[src/wrpc_ram.sv]
module wrpc_ram #(
    parameter int WIDTH = 64,
    parameter int DEPTH = 64
) (
    input  logic                     i_clk,
    input  logic                     i_we,
    input  logic [$clog2(DEPTH)-1:0] i_waddr,
    input  logic [WIDTH-1:0]         i_wdata,
    input  logic [$clog2(DEPTH)-1:0] i_raddr,
    output logic [WIDTH-1:0]         o_rdata
);
    logic [WIDTH-1:0] r_mem [DEPTH];
    logic [WIDTH-1:0] r_rdata;

    always_ff @(posedge i_clk) begin
        if (i_we) begin
            r_mem[i_waddr] <= i_wdata;
        end
        r_rdata <= r_mem[i_raddr];
    end

    assign o_rdata = r_rdata;
endmodule

[config.mk]
export PLATFORM = sky130hd
export DESIGN_NAME = wrpc_ram
export DESIGN_NICKNAME = d
export VERILOG_FILES = /design/src/wrpc_ram.sv
export SDC_FILE = /design/constraint.sdc
export NUM_CORES = 2
export LEC_CHECK = 0
export BUFFER_PORTS_ARGS = -buffer_cell sky130_fd_sc_hd__clkbuf_2
export CORE_ASPECT_RATIO = 0.6
export CORE_MARGIN = 5
export CORE_UTILIZATION = 49
export CTS_CLUSTER_DIAMETER = 200
export DETAILED_ROUTE_END_ITERATION = 8
export GPL_TIMING_DRIVEN = 0
export PLACE_DENSITY_LB_ADDON = 0.25
export SLEW_MARGIN = 40
export SYNTH_ARGS = -nofsm -noshare
export SYNTH_HDL_FRONTEND = slang
export SYNTH_SLANG_ARGS = --single-unit
[constraint.sdc]
create_clock -name i_clk -period 12.5 [get_ports i_clk]
set_clock_uncertainty 0.15 [all_clocks]
set_input_delay 0 -clock i_clk [delete_from_list [all_inputs] [get_ports i_clk]]
set_output_delay 0 -clock i_clk [all_outputs]
set_load 0.01 [all_outputs]
== After elaboration in Yosys (flattened, before gate mapping) ==
Memories as Yosys holds them, arrays and structs flattened. A register that Yosys moved wholly into a read port is not among the register bits.
Cells that the tools add are included.

* Word-level logic and storage cells: 3
* Bits in registers: 0
* Input port bits: 78
* Memory bits (writable): 4096
* Output and inout bits: 64
* Memories: 1

{| class="wikitable"
|+ Memory list
! name !! words !! bits a word !! read ports !! clocked after Yosys merged registers in !! wr ports !! RTL line !! text
|-
| r_mem || 64 || 64 || 1 || 1 || 1 || 12 || <nowiki>logic [WIDTH-1:0] r_mem [DEPTH];</nowiki>
|}

* Multiplexer cells: 2

{| class="wikitable"
|+ Operator list
! operator !! count
|-
| $mux 1 || 2
|}

== Depth between registers and ports, before layout ==
* Depth after elaboration: 2
* Depth in mapped cells: 9
* Depth with buffers taken out: 5

== Worst setup path before layout ==
No wires, ideal clock.

* Path kind: input to register
* Start: input port i_waddr[3]
* End: memory r_mem[48][0], enable pin
* Setup time: 0.564 ns
* Path buffers: 1
* Stages on the path: 4
* Arrival: 4.872 ns
* Data required time: 11.786 ns
* Setup slack: 6.914 ns
* Cells stage by stage: clkbuf_1 -> nor2b_1 -> nand4b_1 -> nor3_1

{| class="wikitable"
|+ RTL lines
! item !! RTL line !! text
|-
| start, declared || 7 || <nowiki>input logic [$clog2(DEPTH)-1:0] i_waddr,</nowiki>
|-
| end, declared || 12 ||
|}

Straight into the memory's write port.

==> results.md <==
* Outcome: completed
* Final hold vios at 0
* VDD IR max at 0.130 mV
* Die area at 331000 um2
* Hold Path End: r_mem[43][16]
* DRT antenna net count at 0
* Core ar. at 317000 um2
* Die W at 739 um
* Seq cells post-synth at 4160
* R2R depth at 5
* Synth top cells by count: edfxtp_1 (4096), mux4_2 (1024), buf_2 (170), a22oi_1 (168), clkbuf_1 (140)
* Final Cell Area at 184000 um2
* Hold_ws at 0.0475 ns
* Post-cts resize count at 0
* Asr flop ratio synth at 0
* Placed Cells at 11300
* YS warnings at 0
* F_max at 274 MHz
* Fraction of layout cells with a size suffix above 1 at 0.317
* Max_cap viols at 0
* Min Tclk post-route at 3.65 ns
* Post-DP HPWL at 312 mm
* Filler Cells Inserted at 22200
* Synth Area per Inst at 23.7 um2
* Final setup margin at 8.85 ns
* Clk pin slew, worst setup/hold paths at 0.06 ns
* Setup WS pre-CTS at 8.29 ns
* Max-slew headroom at 0.301
* Routed len/inst at 37.1 um
* Crit path max fanout at 10
* DRT iter0 DRCs at 14200
* Initial Util at 0.493
* Leak at 58.0 nW
* Total power at 28.3 mW
* Worst hold-check path type: input pin to register
* I/O pin cnt at 142
* Cell Pwr Density at 154 nW/um2
* Pre-antenna DRT Iters at 8
* Worst slew pin tran at 1.05 ns
* Pin count of the biggest net entering global routing at 65
* Non-Filler Instances at 12100
* Setup crit start kind: input pin
* Hold path cells at 3
* Placer Congestion at 0.855
* Clock Tree Root: clkbuf_16
* Worst EP arrival at 4.26 ns
* Total CTS buffers at 372
* CTS tree: yes
* DR vias/cell at 6.53
* TNS Setup at 0 ns
* # port buffers at 133
* Fin crit share at 0.292
* Total wire length at 449 mm
* R2r startpoint: r_mem[57][39]
* Area leader, netlist: edfxtp_1
* # DRC at 0
* Final slew viol count at 0
* First-pass GRT wire length at 619 mm
* GR Overflow Total at 0
* Number of antenna violations at the first check in global routing at 58
* Area grow syn2layout at 17.6%
* Flop2flop setup slack at 9.70 ns
* Worst R2R End: o_rdata[39]
* Hold_sp: i_waddr[3]
* Critical Path End Type: register
* Net count, final at 7688
* Skew-Pair Late Insertion Delay at 0.94 ns
* WP data required at 13.11 ns
* Primary FF master, synth: edfxtp_1
* # rows at 160
* Sink Count at 4160
* Yosys cell types at 33
* Max Buffers Root-to-Sink at 4
* Post-Syn Area at 156000 um2
* Dpl cell area at 171000 um2
* Via count at 79200
* Vias in the first global route at 76700
* Most numerous cell in the Yosys netlist: edfxtp_1
* Die span in y at 448 um
* Largest cells by area after synthesis: edfxtp_1 (79%), mux4_2 (15%), mux2i_1 (0.86%), dfxtp_1 (0.82%), a22oi_1 (0.81%)
* H-tree depth at 5
* Share of Yosys cell area claimed by the top area cell type at 0.787
* Gate Count Post-Synth at 6598
* Syn_nets at 6676
* RSZ-0062 raised after global routing: no
* Endpoints failing setup at 0
* Post-synthesis sequential area ratio at 0.795
* Crit Path Class: input pin to register
* Post-layout util at 0.580
* GRT Util Overall at 0.270
* Number of synthesized flops with an enable pin at 4096
-- metal layers --
metal | track usage | share of wire | routed length [um] | vias up
li1 | - | - | - | 30600
met1 | 0.417 | 0.40 | 180000 | 42400
met2 | 0.358 | 0.41 | 184000 | 5576
met3 | 0.113 | 0.17 | 75600 | 656
met4 | 0.0602 | 0.023 | 10300 | 28
met5 | 0 | 0.00076 | 341 | -
-- cell type report --
class                   instances  area [um2]  area share
clock buffers                 453        9680      0.0526
plain buffers                 370        1840      0.0100
repair buffers                638        9650      0.0524
clock inverters               212        1810     0.00982
diodes                         14        35.0    0.000190
flip-flops and latches       4160      124000       0.676
multi-input cells            2049       31300       0.170
well taps                    4212        5270      0.0287
inverters                      19        71.3    0.000388
-- how the worst max path moves through the flow --
stage                from       endpoint  slack (ns)  cells past startpoint
6_report       i_raddr[2]    o_rdata[42]        8.85                      8
5_1_grt        i_raddr[2]    o_rdata[32]        8.97                      8
4_1_cts        i_raddr[2]    o_rdata[41]        9.28                      9
3_5_place_dp   i_raddr[2]    o_rdata[41]        8.29                      9
3_3_place_gp   i_waddr[4]  r_mem[48][19]        0.27                      4
2_1_floorplan  i_waddr[3]   r_mem[48][0]        6.91                      4
-- kinds of logic after synthesis --
| family | count (synthesis) | synth area share |
|---|---|---|
| AO/OA/AOI/OAI | 504 | 0.0248 |
| AND/OR/NAND/NOR | 386 | 0.0124 |
| flip-flops | 4160 | 0.795 |
| buffers and inverters | 389 | 0.0118 |
| multiplexers | 1159 | 0.156 |
-- state kept, by name, indices dropped and copies added (netlist names) --
signal   count
o_rdata     64
r_mem     4096
-- power by group --
group	switching [mW]	internal (mW)	leakage (nW)
Sequential	0.0307	15.4	37.4
Combinational	1.13	0.570	15.1
Clock	5.08	6.06	5.59
Total	6.24	22.1	58.0
-- timing repair --
item | CTS | global route
endpoints found under the hold margin | 4319 | 452
hold buffers | 82 | 21
setup buffers | 0 | 0
endpoints found under the setup margin | 0 | 0
-- critical path, cell delays in order --
cell,delay (ns)
buf_2,0.23
buf_4,0.38
buf_2,0.68
nand2_1,0.60
clkbuf_1,0.55
o221ai_1,0.93
o22ai_2,0.49
and3_1,0.34
-- layout by cell type (no fill, tap or decap), drive strengths merged, types with 19 or more instances in the layout --
cell | synthesis | final
a211oi | 63 | 63
nor2b | 28 | 28
or2 | 28 | 28
clkbuf | 140 | 704
o221ai | 38 | 38
edfxtp | 4096 | 4096
or3 | 29 | 29
mux4 | 1024 | 1024
nand3 | 45 | 45
clkinv | 0 | 159
a2bb2oi | 19 | 19
mux2i | 135 | 135
a22oi | 168 | 168
inv | 19 | 29
nor2 | 112 | 112
and3 | 64 | 64
o22ai | 83 | 83
buf | 230 | 661
dfxtp | 64 | 64
nand2 | 58 | 58
a41oi | 26 | 26
dlygate4sd3 | 0 | 96
a22o | 88 | 88
bufinv | 0 | 26
Power figures use the tool's default switching activity.
